[config.mk]
export PLATFORM = sky130hd
export DESIGN_NAME = string_escape_decoder_top
export DESIGN_NICKNAME = d
export VERILOG_FILES = /design/src/hw/rtl/sed_pkg.sv /design/src/hw/rtl/sed_in_stage.sv /design/src/hw/rtl/sed_decode.sv /design/src/hw/rtl/sed_out_stage.sv /design/src/hw/rtl/string_escape_decoder_top.sv
export SDC_FILE = /design/constraint.sdc
export NUM_CORES = 1
export LEC_CHECK = 0
export BUFFER_PORTS_ARGS = -buffer_cell sky130_fd_sc_hd__buf_2
export CAP_MARGIN = 20
export CELL_PAD_IN_SITES_DETAIL_PLACEMENT = 1
export CELL_PAD_IN_SITES_GLOBAL_PLACEMENT = 1
export CORE_ASPECT_RATIO = 1.2
export CORE_MARGIN = 2
export CORE_UTILIZATION = 45
export DETAILED_ROUTE_END_ITERATION = 7
export PLACE_DENSITY = 0.9
export SYNTH_ARGS = -nofsm -noshare
export SYNTH_HDL_FRONTEND = slang
export SYNTH_SLANG_ARGS = --single-unit
[constraint.sdc]
create_clock -name clk_i -period 5.3 [get_ports clk_i]
set_input_delay 0.265 -clock clk_i [delete_from_list [all_inputs] [get_ports clk_i]]
set_output_delay 0.265 -clock clk_i [all_outputs]
set_load 0.05 [all_outputs]
[src/hw/rtl/sed_pkg.sv]
package sed_pkg;

  // Character codes used by the escape decoder
  localparam logic [7:0] ChQuote     = 8'h22;
  localparam logic [7:0] ChBackslash = 8'h5C;
  localparam logic [7:0] ChBel       = 8'h07;
  localparam logic [7:0] ChBs        = 8'h08;
  localparam logic [7:0] ChFf        = 8'h0C;
  localparam logic [7:0] ChLf        = 8'h0A;
  localparam logic [7:0] ChCr        = 8'h0D;
  localparam logic [7:0] ChTab       = 8'h09;
  localparam logic [7:0] ChVt        = 8'h0B;
  localparam logic [7:0] ChLowA      = 8'h61;
  localparam logic [7:0] ChLowB      = 8'h62;
  localparam logic [7:0] ChLowF      = 8'h66;
  localparam logic [7:0] ChLowN      = 8'h6E;
  localparam logic [7:0] ChLowR      = 8'h72;
  localparam logic [7:0] ChLowT      = 8'h74;
  localparam logic [7:0] ChLowV      = 8'h76;
  localparam logic [7:0] ChLowX      = 8'h78;
  localparam logic [7:0] ChZero      = 8'h30;
  localparam logic [7:0] ChNine      = 8'h39;
  localparam logic [7:0] ChUpA       = 8'h41;
  localparam logic [7:0] ChUpF       = 8'h46;

  localparam int unsigned AccW = 10;

  typedef enum logic [3:0] {
    PH_PLAIN = 4'b0001,
    PH_ESC   = 4'b0010,
    PH_DEC   = 4'b0100,
    PH_HEX   = 4'b1000
  } sed_phase_e;

  typedef struct packed {
    logic [7:0] data;
    logic       last;
  } sed_item_t;

  typedef struct packed {
    logic [7:0] data;
    logic       valid;
    logic       done;
    logic       bad;
  } sed_res_t;

endpackage

[src/hw/rtl/sed_in_stage.sv]
module sed_in_stage (
  input  logic              clk_i,
  input  logic              rst_ni,
  input  logic              valid_i,
  output logic              ready_o,
  input  sed_pkg::sed_item_t item_i,
  input  logic              adv_i,
  output logic              valid_o,
  output sed_pkg::sed_item_t item_o
);
  import sed_pkg::*;

  logic      valid_q;
  sed_item_t item_q;

  assign ready_o = !valid_q || adv_i;
  assign valid_o = valid_q;
  assign item_o  = item_q;

  always_ff @(posedge clk_i or negedge rst_ni) begin
    if (!rst_ni) begin
      valid_q <= 1'b0;
    end else if (ready_o) begin
      valid_q <= valid_i;
    end
  end

  // payload register, no reset
  always_ff @(posedge clk_i) begin
    if (ready_o && valid_i) begin
      item_q <= item_i;
    end
  end

endmodule

[src/hw/rtl/sed_decode.sv]
module sed_decode (
  input  logic              clk_i,
  input  logic              rst_ni,
  input  sed_pkg::sed_item_t item_i,
  input  logic              adv_i,
  output logic              has_res_o,
  output sed_pkg::sed_res_t res_o
);
  import sed_pkg::*;

  logic             at_start_q, at_start_d;
  sed_phase_e       phase_q, phase_d;
  logic [1:0]       left_q, left_d;
  logic [AccW-1:0]  acc_q, acc_d;
  logic             stop_q, stop_d;

  logic [7:0]       c;
  logic [3:0]       dig;
  logic             dig_ok;
  logic [AccW-1:0]  acc_next;
  logic [1:0]       left_dec;

  assign c = item_i.data;

  // digit value in the base of the current numeric escape
  always_comb begin
    dig    = 4'd0;
    dig_ok = 1'b0;
    if (c >= ChZero && c <= ChNine) begin
      dig    = 4'(c - ChZero);
      dig_ok = 1'b1;
    end else if (phase_q == PH_HEX && c >= ChLowA && c <= ChLowF) begin
      dig    = 4'(c - ChLowA + 8'd10);
      dig_ok = 1'b1;
    end else if (phase_q == PH_HEX && c >= ChUpA && c <= ChUpF) begin
      dig    = 4'(c - ChUpA + 8'd10);
      dig_ok = 1'b1;
    end
  end

  // times 16 or times 10 by shifts, wrapped to the accumulator width
  always_comb begin
    if (phase_q == PH_HEX) begin
      acc_next = (acc_q << 4) + AccW'(dig);
    end else begin
      acc_next = (acc_q << 3) + (acc_q << 1) + AccW'(dig);
    end
  end

  assign left_dec = left_q - 2'd1;

  always_comb begin
    at_start_d = at_start_q;
    phase_d    = phase_q;
    left_d     = left_q;
    acc_d      = acc_q;
    stop_d     = stop_q;
    has_res_o  = 1'b0;
    res_o      = '0;

    if (item_i.last) begin
      has_res_o  = 1'b1;
      res_o.done = 1'b1;
      res_o.bad  = !at_start_q && (phase_q != PH_PLAIN);
      at_start_d = 1'b1;
      phase_d    = PH_PLAIN;
      left_d     = 2'd0;
      acc_d      = '0;
      stop_d     = 1'b0;
    end else if (at_start_q) begin
      at_start_d = 1'b0;
    end else begin
      unique case (phase_q)
        PH_PLAIN: begin
          if (c == ChBackslash) begin
            phase_d = PH_ESC;
          end else begin
            has_res_o   = 1'b1;
            res_o.data  = c;
            res_o.valid = 1'b1;
          end
        end
        PH_ESC: begin
          phase_d     = PH_PLAIN;
          has_res_o   = 1'b1;
          res_o.valid = 1'b1;
          unique case (c)
            ChQuote:     res_o.data = ChQuote;
            ChBackslash: res_o.data = ChBackslash;
            ChLowA:      res_o.data = ChBel;
            ChLowB:      res_o.data = ChBs;
            ChLowF:      res_o.data = ChFf;
            ChLowN:      res_o.data = ChLf;
            ChLowR:      res_o.data = ChCr;
            ChLowT:      res_o.data = ChTab;
            ChLowV:      res_o.data = ChVt;
            default: begin
              has_res_o   = 1'b0;
              res_o.valid = 1'b0;
              if (c == ChLowX) begin
                phase_d = PH_HEX;
                left_d  = 2'd2;
                acc_d   = '0;
                stop_d  = 1'b0;
              end else if (c >= ChZero && c <= ChNine) begin
                phase_d = PH_DEC;
                left_d  = 2'd2;
                acc_d   = AccW'(c - ChZero);
                stop_d  = 1'b0;
              end
            end
          endcase
        end
        PH_DEC, PH_HEX: begin
          if (!stop_q && dig_ok) begin
            acc_d = acc_next;
          end else begin
            stop_d = 1'b1;
          end
          left_d = left_dec;
          if (left_dec == 2'd0) begin
            has_res_o   = 1'b1;
            res_o.valid = 1'b1;
            res_o.data  = acc_d[7:0];
            phase_d     = PH_PLAIN;
            acc_d       = '0;
            stop_d      = 1'b0;
          end
        end
        default: begin
          phase_d = PH_PLAIN;
        end
      endcase
    end
  end

  always_ff @(posedge clk_i or negedge rst_ni) begin
    if (!rst_ni) begin
      at_start_q <= 1'b1;
      phase_q    <= PH_PLAIN;
      left_q     <= 2'd0;
      acc_q      <= '0;
      stop_q     <= 1'b0;
    end else if (adv_i) begin
      at_start_q <= at_start_d;
      phase_q    <= phase_d;
      left_q     <= left_d;
      acc_q      <= acc_d;
      stop_q     <= stop_d;
    end
  end

endmodule

[src/hw/rtl/sed_out_stage.sv]
module sed_out_stage (
  input  logic             clk_i,
  input  logic             rst_ni,
  input  logic             load_i,
  input  sed_pkg::sed_res_t res_i,
  output logic             free_o,
  output logic             valid_o,
  input  logic             ready_i,
  output sed_pkg::sed_res_t res_o
);
  import sed_pkg::*;

  logic     valid_q;
  sed_res_t res_q;

  assign free_o  = !valid_q || ready_i;
  assign valid_o = valid_q;
  assign res_o   = res_q;

  always_ff @(posedge clk_i or negedge rst_ni) begin
    if (!rst_ni) begin
      valid_q <= 1'b0;
    end else if (load_i) begin
      valid_q <= 1'b1;
    end else if (ready_i) begin
      valid_q <= 1'b0;
    end
  end

  always_ff @(posedge clk_i) begin
    if (load_i) begin
      res_q <= res_i;
    end
  end

endmodule

[src/hw/rtl/string_escape_decoder_top.sv]
// Channel   Dir  tdata (low bit up)   tuser (low bit up)            tlast
// s_axis    in   in_byte[7:0]         -                             in_last
// m_axis    out  out_byte[7:0]        out_valid, bad_escape         done_res
//
// One word a cycle sustained while the output does not stall: a word sits in
// the input register, is decoded there and its result lands in the output
// register when the word advances, from where it is shown on m_axis.
// Reset (rst_ni low, asynchronous) empties both registers; the next word is
// taken as the opening quote, unchecked. A stalled output only holds the
// pipeline when the waiting word produces a result; dropped words keep flowing.
module string_escape_decoder_top (
  input  logic       clk_i,
  input  logic       rst_ni,
  input  logic       s_axis_tvalid,
  output logic       s_axis_tready,
  input  logic [7:0] s_axis_tdata,   // in_byte[7:0]
  input  logic       s_axis_tlast,
  output logic       m_axis_tvalid,
  input  logic       m_axis_tready,
  output logic [7:0] m_axis_tdata,   // out_byte[7:0]
  output logic [1:0] m_axis_tuser,   // [0] out_valid, [1] bad_escape
  output logic       m_axis_tlast
);
  import sed_pkg::*;

  sed_item_t in_item, cur_item;
  logic      cur_valid;
  logic      adv;
  logic      has_res;
  logic      out_free;
  sed_res_t  res, out_res;

  assign in_item.data = s_axis_tdata;
  assign in_item.last = s_axis_tlast;

  // Advance the held word when it drops or the output register can take it
  assign adv = cur_valid && (!has_res || out_free);

  sed_in_stage u_in (
    .clk_i   (clk_i),
    .rst_ni  (rst_ni),
    .valid_i (s_axis_tvalid),
    .ready_o (s_axis_tready),
    .item_i  (in_item),
    .adv_i   (adv),
    .valid_o (cur_valid),
    .item_o  (cur_item)
  );

  sed_decode u_dec (
    .clk_i     (clk_i),
    .rst_ni    (rst_ni),
    .item_i    (cur_item),
    .adv_i     (adv),
    .has_res_o (has_res),
    .res_o     (res)
  );

  sed_out_stage u_out (
    .clk_i   (clk_i),
    .rst_ni  (rst_ni),
    .load_i  (adv && has_res),
    .res_i   (res),
    .free_o  (out_free),
    .valid_o (m_axis_tvalid),
    .ready_i (m_axis_tready),
    .res_o   (out_res)
  );

  assign m_axis_tdata = out_res.data;
  assign m_axis_tuser = {out_res.bad, out_res.valid};
  assign m_axis_tlast = out_res.done;

endmodule
After elaboration in Yosys (flattened, before gate mapping)
Index checks and enable logic that the tools add are counted.
{"block": "word_totals", "register_bits": 38, "input_bits": 13, "elab_cells": 128}
{"block": "op_classes", "order_cmp": 6, "n_reduce_logical": 27, "n_mux": 51, "add_sub_neg": 10, "n_eq_ne": 21}
{"operator": "$mux W9", "count": 10}
{"operator": "$eq A8 B7 Y1 const B", "count": 9}
{"operator": "$pmux W7 S9", "count": 1}
{"operator": "$mux W4", "count": 9}
{"operator": "$pmux W9 S3", "count": 1}
{"operator": "$add A9 B4 Y9", "count": 2}
{"operator": "$mux W1", "count": 18}
{"operator": "$pmux W9 S2", "count": 1}
{"operator": "$ge A8 B7 Y1 const B", "count": 2}
{"operator": "$le A8 B7 Y1 const B", "count": 2}
{"operator": "$mux W2", "count": 6}
{"operator": "$pmux W4 S3", "count": 1}
{"operator": "$sub A4 B1 Y4 const B", "count": 3}
{"operator": "$logic_and A1 B1 Y1", "count": 10}
{"operator": "$add A9 B9 Y9", "count": 1}
{"operator": "$reduce_or A9 Y1", "count": 1}
{"operator": "$sub A8 B6 Y9 const B", "count": 1}
{"operator": "$add A4 B4 Y4 const B", "count": 2}
{"operator": "$eq A8 B6 Y1 const B", "count": 1}
{"operator": "$ge A8 B6 Y1 const B", "count": 1}
{"operator": "$le A8 B6 Y1 const B", "count": 1}
{"operator": "$ne A3 B2 Y1 const B", "count": 2}
{"operator": "$reduce_and A6 Y1", "count": 1}
{"operator": "$logic_not A1 Y1", "count": 5}
{"operator": "21 further kinds", "count": 24}

Logic depth before layout (Yosys ltp)
Gate-level depths: netlist of the first run.
{"block": "depth", "word_depth": 13, "depth_mapped": 19, "depth_no_buf": 18}

Hierarchy
Synthesis of the first run repeated with hierarchy kept, for this count alone.
{"block": "hier_totals", "cells_unflattened": 293, "hier_area_um2": 2840.2}
{"module": "sed_decode", "n_inst": 1, "cells_each": 263, "area_per_inst_um2": 2119.5}
{"module": "sed_out_stage", "n_inst": 1, "cells_each": 14, "area_per_inst_um2": 377.9}
{"module": "sed_in_stage", "n_inst": 1, "cells_each": 13, "area_per_inst_um2": 324.1}
{"module": "string_escape_decoder_top", "n_inst": 1, "cells_each": 3, "area_per_inst_um2": 18.8}

Worst setup path after synthesis of the first run
No wires, ideal clock.
{"block": "synth_timing", "path_kind": "reg-to-reg", "start": "reg u_in.item_q (netlist bit u_in.item_o[2])", "end": "reg u_out.res_q (netlist bit u_out.res_o[9]) (data pin)", "t_required_ps": 5038, "arrival_time_ps": 4206, "stages_incl_launch_ff": 19, "slack_ps": 831, "cell_sequence": "edfxtp_1 clkbuf_1 inv_1 ha_1 or4b_1 a21oi_1 o32ai_1 a31oi_1 nor2b_1 fa_1 inv_1 fa_1 nand2b_1 a21oi_1 xnor2_1 a21oi_1 mux2_2 a222oi_1 nor2_1"}
{"block": "synth_via", "elab_chain_cells": 11, "elab_cells_between_ends": 40, "cone_classes": "add/sub: 7; order compare: 6; eq/ne: 9; mux: 12; reduce/logical: 6"}
{"element": "from (decl)", "line": "sed_in_stage.sv:14", "source": "sed_item_t item_q;"}
{"element": "from (signal assigned)", "line": "sed_in_stage.sv:31", "source": "item_q <= item_i;"}
{"element": "branches (longest 10 deep; another with $add A9 B4 Y9)"}
{"element": "$pmux W9 S3 (*)", "line": "sed_decode.sv:73", "source": "unique case (phase_q)"}
{"element": "to (signal assigned)", "line": "sed_out_stage.sv:32", "source": "res_q <= res_i;"}
{"element": "to (decl)", "line": "sed_out_stage.sv:14", "source": "sed_res_t res_q;"}
Every way passes the cells marked *. The select of a mux whose other input is x is not followed.
A chain may end at the register's enable or synchronous reset.

Final worst setup path of the first run
Ends and elaborated chain as after synthesis.

==> impl_metrics.py, run 1 <==
metrics = {
    "clock_tree": {
        "cts_setup_buffers": 0,
        "cts_root_buf": "clkbuf_8",
        "clkSinkCount": 38,
        "clk_latency_ns": 0.30,
        "clockBufferDepth": 2,
        "cts_tree": "built",
        "clk_pin_slew_ns": 0.08,
        "numCtsBuffers": 5,
        "ctsHtreeMaxLevel": 2,
    },
    "final_layout": {
        "antennaDiodeCount": 0,
        "syn2layout_area_growth_pct": 7.81,
        "fillers": 766,
        "drive_above_1_share_pct": 15.5,
        "fin_nets": 364,
        "design_area_um2": 3190,
    },
    "setup_path": {
        "cp_cell_sequence": "inv_1 -> ha_1 -> o21bai_1 -> a311oi_1 -> a31oi_1 -> xor2_1 -> nor2b_1 -> fa_1 -> inv_1 -> fa_1 -> nand2b_1 -> a21oi_1 -> xnor2_1 -> a21oi_1 -> mux2_2 -> a222oi_1 -> nor2_1",
        "cp_max_fo": 12,
        "critical_path.slowest_cell": "a311oi_1",
        "max_stage_delay_ns": 0.67,
        "criticalPathCategory": "flip-flop to flip-flop",
        "critPathCaptureType": "flip-flop",
        "cp.required_ns": 5.35,
        "worstPathArrival_ns": 4.96,
        "cp-start-kind": "flip-flop",
    },
    "placed_design": {
        "gp_congestion": 0.871,
        "placed_area_um2": 3080,
        "port_buffers": 25,
        "hpwlAfterDp_um": 5900,
    },
    "route": {
        "drc_errors": 0,
        "drt-initial-drc-count": 170,
        "ant_nets": 0,
        "firstDrtPassIters": 5,
        "routedWlPerCell_um": 18.9,
        "num_vias": 2544,
        "wl_um": 7810,
        "routed_via_density": 6.14,
    },
    "global_route": {
        "antenna_found_initial": 0,
        "grt_util_all_layers_pct": 22.7,
        "grt_pass1_vias": 2598,
        "grt_max_degree": 22,
        "grt_pass1_wl_um": 12900,
        "overflow": 0,
    },
    "timing": {
        "finalHoldViolations": 0,
        "holdWs_ns": 0.131,
        "max-slew-margin-rel_pct": 44.3,
        "fin_tns_setup_ns": 0,
        "final.setup_skew_ns": 0.00900,
        "setup_viol": 0,
        "min_period_over_period_pct": 92.8,
        "timing.fmax_mhz": 203,
        "tightest_slew_ns": 0.835,
        "finalCriticalPeriod_ns": 4.92,
        "drv_slew": 0,
        "rsz0062_at_grt": "false",
    },
    "yosys": {
        "ys_ff_latch": 38,
        "synth-edff-count": 20,
        "synth_fp_nets": 347,
        "synthFlopType": "edfxtp_1",
        "yosysTopAreaCell": "edfxtp_1",
        "yosysSeqAreaShare_pct": 35.6,
        "ys_top_cells_by_count": "nand2_1, ha_1, edfxtp_1, nor2_1, o21ai_0",
        "ys_types": 64,
        "synth_top_area_share_pct": 20.3,
        "syn_area_um2": 2960,
        "yosysMostFrequentCell": "nand2_1",
        "async_flop_share_pct": 47.4,
        "synthCells": 311,
        "yosys_warnings": 0,
        "avgSynthCellArea_um2": 9.53,
        "ys_top_cells_by_area": "edfxtp_1, dfrtp_1, ha_1, o21ai_0, nand2_1",
    },
    "floorplanning": {
        "die_height_um": 92.9,
        "start_util_pct": 46.3,
        "rows": 32,
        "pin_count": 26,
        "fp.dieW_um": 78.1,
        "dieArea_um2": 7250,
        "core-area_um2": 6410,
    },
    "power_and_ir_drop": {
        "ir_worst_vdd_v": 0.000260,
        "powerDensity_nw_per_um2": 432,
        "p_leak_nw": 1.33,
    },
    "hold_path": {
        "min_path_type": "input pin to flip-flop",
    },
    "status": {
        "status": "complete, no violations",
    },
    "run": {
        "max-cap-violations": 0,
    },
}
==> metrics by stage <==
step / cells / total power [W] / setup WS, ns / util, %
2_1_floorplan: 311 / 0.00102 / 0.831 / -
3_3_place_gp: 403 / 0.00114 / 0.666 / 48.1
3_5_place_dp: 403 / 0.00117 / 0.404 / 48.1
4_1_cts: 412 / 0.00137 / 0.376 / 49.6
5_1_grt: 414 / 0.00147 / 0.0843 / 49.9
6_report: 414 / 0.00138 / 0.383 / 49.9
==> metal layers <==
layer	routed length, µm	part of all wire (%)	global-route usage (%)	vias to the layer above
met2	3900	50	38.9	87
met1	3270	42	28.2	1239
met3	380	4.9	3.51	20
li1	-	-	-	1198
met4	270	3.5	9.65	0
met5	0	0	0	-
==> where the power goes <==
part           switching (W)  internal, W  total [W]  leakage [nW]
Combinational       0.000426     0.000234   0.000661         0.861
Sequential         0.0000995     0.000417   0.000517         0.425
Clock               0.000111    0.0000902   0.000201        0.0416
Total               0.000637     0.000742    0.00138          1.33
==> registers in the layout (all words and copies together), names as in the netlist <==
name,flops
u_dec.left_q,2
u_dec.stop_q,1
u_dec.phase_q,4
u_in.valid_o,1
u_out.valid_o,1
u_dec.acc_q,8
u_dec.at_start_q,1
u_in.item_o,9
u_out.res_o,11
==> cells by family (layout without fill, tap and decap cells) <==
| group | after synthesis | count (layout) | synth area share, % |
|---|---|---|---|
| buf+inv | 38 | 56 | 6.67 |
| compound gates | 95 | 95 | 22.6 |
| xor+xnor | 11 | 11 | 3.51 |
| simple gates | 97 | 97 | 18.2 |
| mux | 9 | 9 | 3.21 |
| flops | 38 | 38 | 35.6 |
| fa+ha+maj | 23 | 23 | 10.2 |
==> worst max-delay path: cells and delay by family (launching register included) <==
kind	cells	cell delay, ns
multiplexers	1	0.30
XOR/XNOR	2	0.34
buffers and inverters	2	0.26
AO/OA/AOI/OAI	6	1.50
flip-flops	1	0.58
adder cells (fa/ha/maj)	3	1.27
AND/OR/NAND/NOR	3	0.39
==> what timing repair did <==
action,CTS,global route
resized for setup,0,0
hold buffers,1,0
endpoints found under the hold margin,16,0
==> final timing paths <==
| kind | start | to | slack [ns] | cells past startpoint |
|---|---|---|---|---|
| setup / recovery | u_in.item_o[2] | u_out.res_o[9] | 0.38 | 17 |
| hold / removal | s_axis_tlast | u_in.item_o[0] | 0.13 | 1 |
| setup reg to reg | u_in.item_o[2] | u_out.res_o[9] | 0.38 | 17 |
| hold reg to reg | u_dec.acc_q[7] | u_dec.acc_q[7] | 0.53 | 1 |
| max in group asynchronous | rst_ni | u_dec.at_start_q | 4.53 | 2 |
| min in group asynchronous | rst_ni | u_dec.phase_q[3] | 0.44 | 2 |
==> cell type report <==
class	count	area, µm²	share of cell area, %
flip-flops and latches	38	1050	33.0
clock buffers	5	68.8	2.15
clock inverters	3	16.3	0.509
inverters	17	63.8	2.00
repair buffers	31	174	5.44
multi-input cells	235	1710	53.6
well taps	85	106	3.33
==> placed cells by master, fill, tap and decap left out, types with 6 or more instances in the layout <==
master / instances
buf_2: 25
nand2_1: 24
ha_1: 21
nor2_1: 20
edfxtp_1: 20
o21ai_0: 18
inv_1: 17
dfrtp_1: 16
a21oi_1: 14
a22oi_1: 7
xnor2_1: 7
a22o_1: 7
a32oi_1: 6
and2_1: 6
nor4_1: 6
Power figures use the tool's default switching activity.
==> run 2: changes to the inputs <==
CORE_MARGIN = 5   (was 2)
clock period = 4.91 ns   (was 5.3 ns; I/O delays follow)
==> run 2 against run 1 <==
Net effect:
- critical endpoint unchanged
- clock-buffer cell count stayed put
- clock power increased by 9%
- register-to-register slack worse by 0.05 ns
- highest routed layer unchanged
- first-iteration DRC count is 41% higher
- routed wire length up 9.5%
==> impl_metrics.py, run 2 (synthesis gave the netlist of run 1 again) <==
metrics = {
    "final_layout": {
        "design_area_um2": 3250,
        "syn2layout_area_growth_pct": 9.63,
        "drive_above_1_share_pct": 17.6,
        "utilization_pct": 50.7,
        "antennaDiodeCount": 0,
        "fin_nets": 370,
        "largest_reg_flops": 11,
        "final_cell_mix": "buf_2, nand2_1, ha_1",
        "layout_commonest_cell": "buf_2",
        "fillers": 759,
    },
    "setup_path": {
        "critPathCaptureType": "flip-flop",
        "cp-start-kind": "flip-flop",
        "r2r-start": "u_in.item_o[1]",
        "criticalPathCategory": "flip-flop to flip-flop",
        "cp.required_ns": 4.96,
        "startpoint": "u_in.item_o[1]",
        "cp_max_fo": 5,
        "worstPathArrival_ns": 4.63,
    },
    "clock_tree": {
        "ctsHtreeMaxLevel": 2,
        "clk_latency_ns": 0.30,
        "numCtsBuffers": 5,
        "clkSinkCount": 38,
        "clk_pin_slew_ns": 0.09,
        "cts_tree": "built",
        "clockBufferDepth": 2,
        "cts_root_buf": "clkbuf_8",
    },
    "placed_design": {
        "gp_congestion": 0.915,
        "place_ws_ns": 0.206,
        "hpwlAfterDp_um": 6390,
        "port_buffers": 25,
        "placed_area_um2": 3120,
    },
    "route": {
        "wl_um": 8560,
        "drc_errors": 0,
        "routed_via_density": 6.11,
        "routedWlPerCell_um": 20.4,
        "num_vias": 2567,
        "firstDrtPassIters": 5,
        "ant_nets": 0,
        "drt-initial-drc-count": 239,
    },
    "timing": {
        "timing.fmax_mhz": 219,
        "drv_slew": 0,
        "max-slew-margin-rel_pct": 29.0,
        "min_period_over_period_pct": 93.1,
        "rsz0062_at_grt": "false",
        "finalHoldViolations": 0,
        "setup_ws_ns": 0.336,
        "final.setup_skew_ns": 0.0103,
        "setup_viol": 0,
        "fin_tns_setup_ns": 0,
        "tightest_slew_ns": 1.06,
        "finalCriticalPeriod_ns": 4.57,
    },
    "floorplanning": {
        "rows": 32,
        "die_height_um": 98.9,
        "start_util_pct": 46.3,
        "fp.dieW_um": 84.1,
        "core-area_um2": 6410,
        "dieArea_um2": 8310,
        "pin_count": 26,
    },
    "hold_path": {
        "hp-start": "s_axis_tdata[1]",
        "min_path_type": "input pin to flip-flop",
    },
    "global_route": {
        "grt_max_degree": 20,
        "grt_util_all_layers_pct": 20.4,
        "overflow": 0,
        "grt_pass1_vias": 2640,
        "antenna_found_initial": 0,
        "grt_pass1_wl_um": 13600,
    },
    "power_and_ir_drop": {
        "powerDensity_nw_per_um2": 462,
        "ir_worst_vdd_v": 0.000270,
        "p_leak_nw": 1.36,
    },
    "status": {
        "status": "complete, no violations",
    },
    "run": {
        "max-cap-violations": 0,
    },
}
run 2: through the flow:
| step | cells | hold slack (ns) | power [W] |
|---|---|---|---|
| after floorplan | 311 | -0.0501 | 0.00110 |
| final | 420 | 0.122 | 0.00150 |
| after global placement | 408 | 0.213 | 0.00124 |
| after CTS | 417 | 0.118 | 0.00150 |
| after global routing | 420 | 0.110 | 0.00160 |
| after detailed placement | 408 | 0.228 | 0.00128 |
run 2: power by group:
group | total, W | internal, W | leakage (nW) | switching [W]
Sequential | 0.000552 | 0.000451 | 0.425 | 0.000101
Clock | 0.000220 | 0.0000974 | 0.0416 | 0.000122
Combinational | 0.000731 | 0.000254 | 0.890 | 0.000476
run 2: worst max-delay path, cell delays in order, from the launching register on:
cell	delay, ns
edfxtp_1	0.46
ha_1	0.28
or4b_1	0.51
a21oi_1	0.17
o32ai_1	0.14
a31oi_2	0.30
nor2b_1	0.11
fa_1	0.58
inv_1	0.07
fa_1	0.46
nand2b_1	0.18
a21oi_1	0.17
xnor2_1	0.14
a21oi_1	0.08
mux2_2	0.29
a222oi_1	0.32
nor2_1	0.07
run 2: worst paths after layout:
path	to	slack (ns)	depth (start not counted)
min in group asynchronous	u_dec.acc_q[4]	0.43	2
max in group asynchronous	u_dec.at_start_q	4.13	2
worst max-delay path	u_out.res_o[9]	0.34	16
worst min register to register	u_dec.left_q[0]	0.54	1
worst max register to register	u_out.res_o[9]	0.34	16
worst min-delay path	u_in.item_o[2]	0.12	1
run 2: layer usage:
layer	track usage, %	routed length (µm)	vias up
li1	-	-	1207
met1	24.5	3420	1254
met2	36.3	4460	89
met3	4.18	457	17
met4	6.68	227	0
met5	0	0	-
run 2: final cells by class:
cell class	count	area, µm²	share of cell area [%]
Clock inverter	3	16.3	0.501
Multi-Input combinational cell	235	1720	53.1
Timing Repair Buffer	37	215	6.63
Inverter	17	63.8	1.96
Tap cell	85	106	3.27
Clock buffer	5	68.8	2.12
Sequential cell	38	1050	32.4
run 2: repair_timing:
action / CTS / global route
buffers inserted: 0 / 2
setup endpoints to repair: 0 / 1
resized for setup: 0 / 2
endpoints found under the hold margin: 16 / 0
hold buffers: 1 / 0
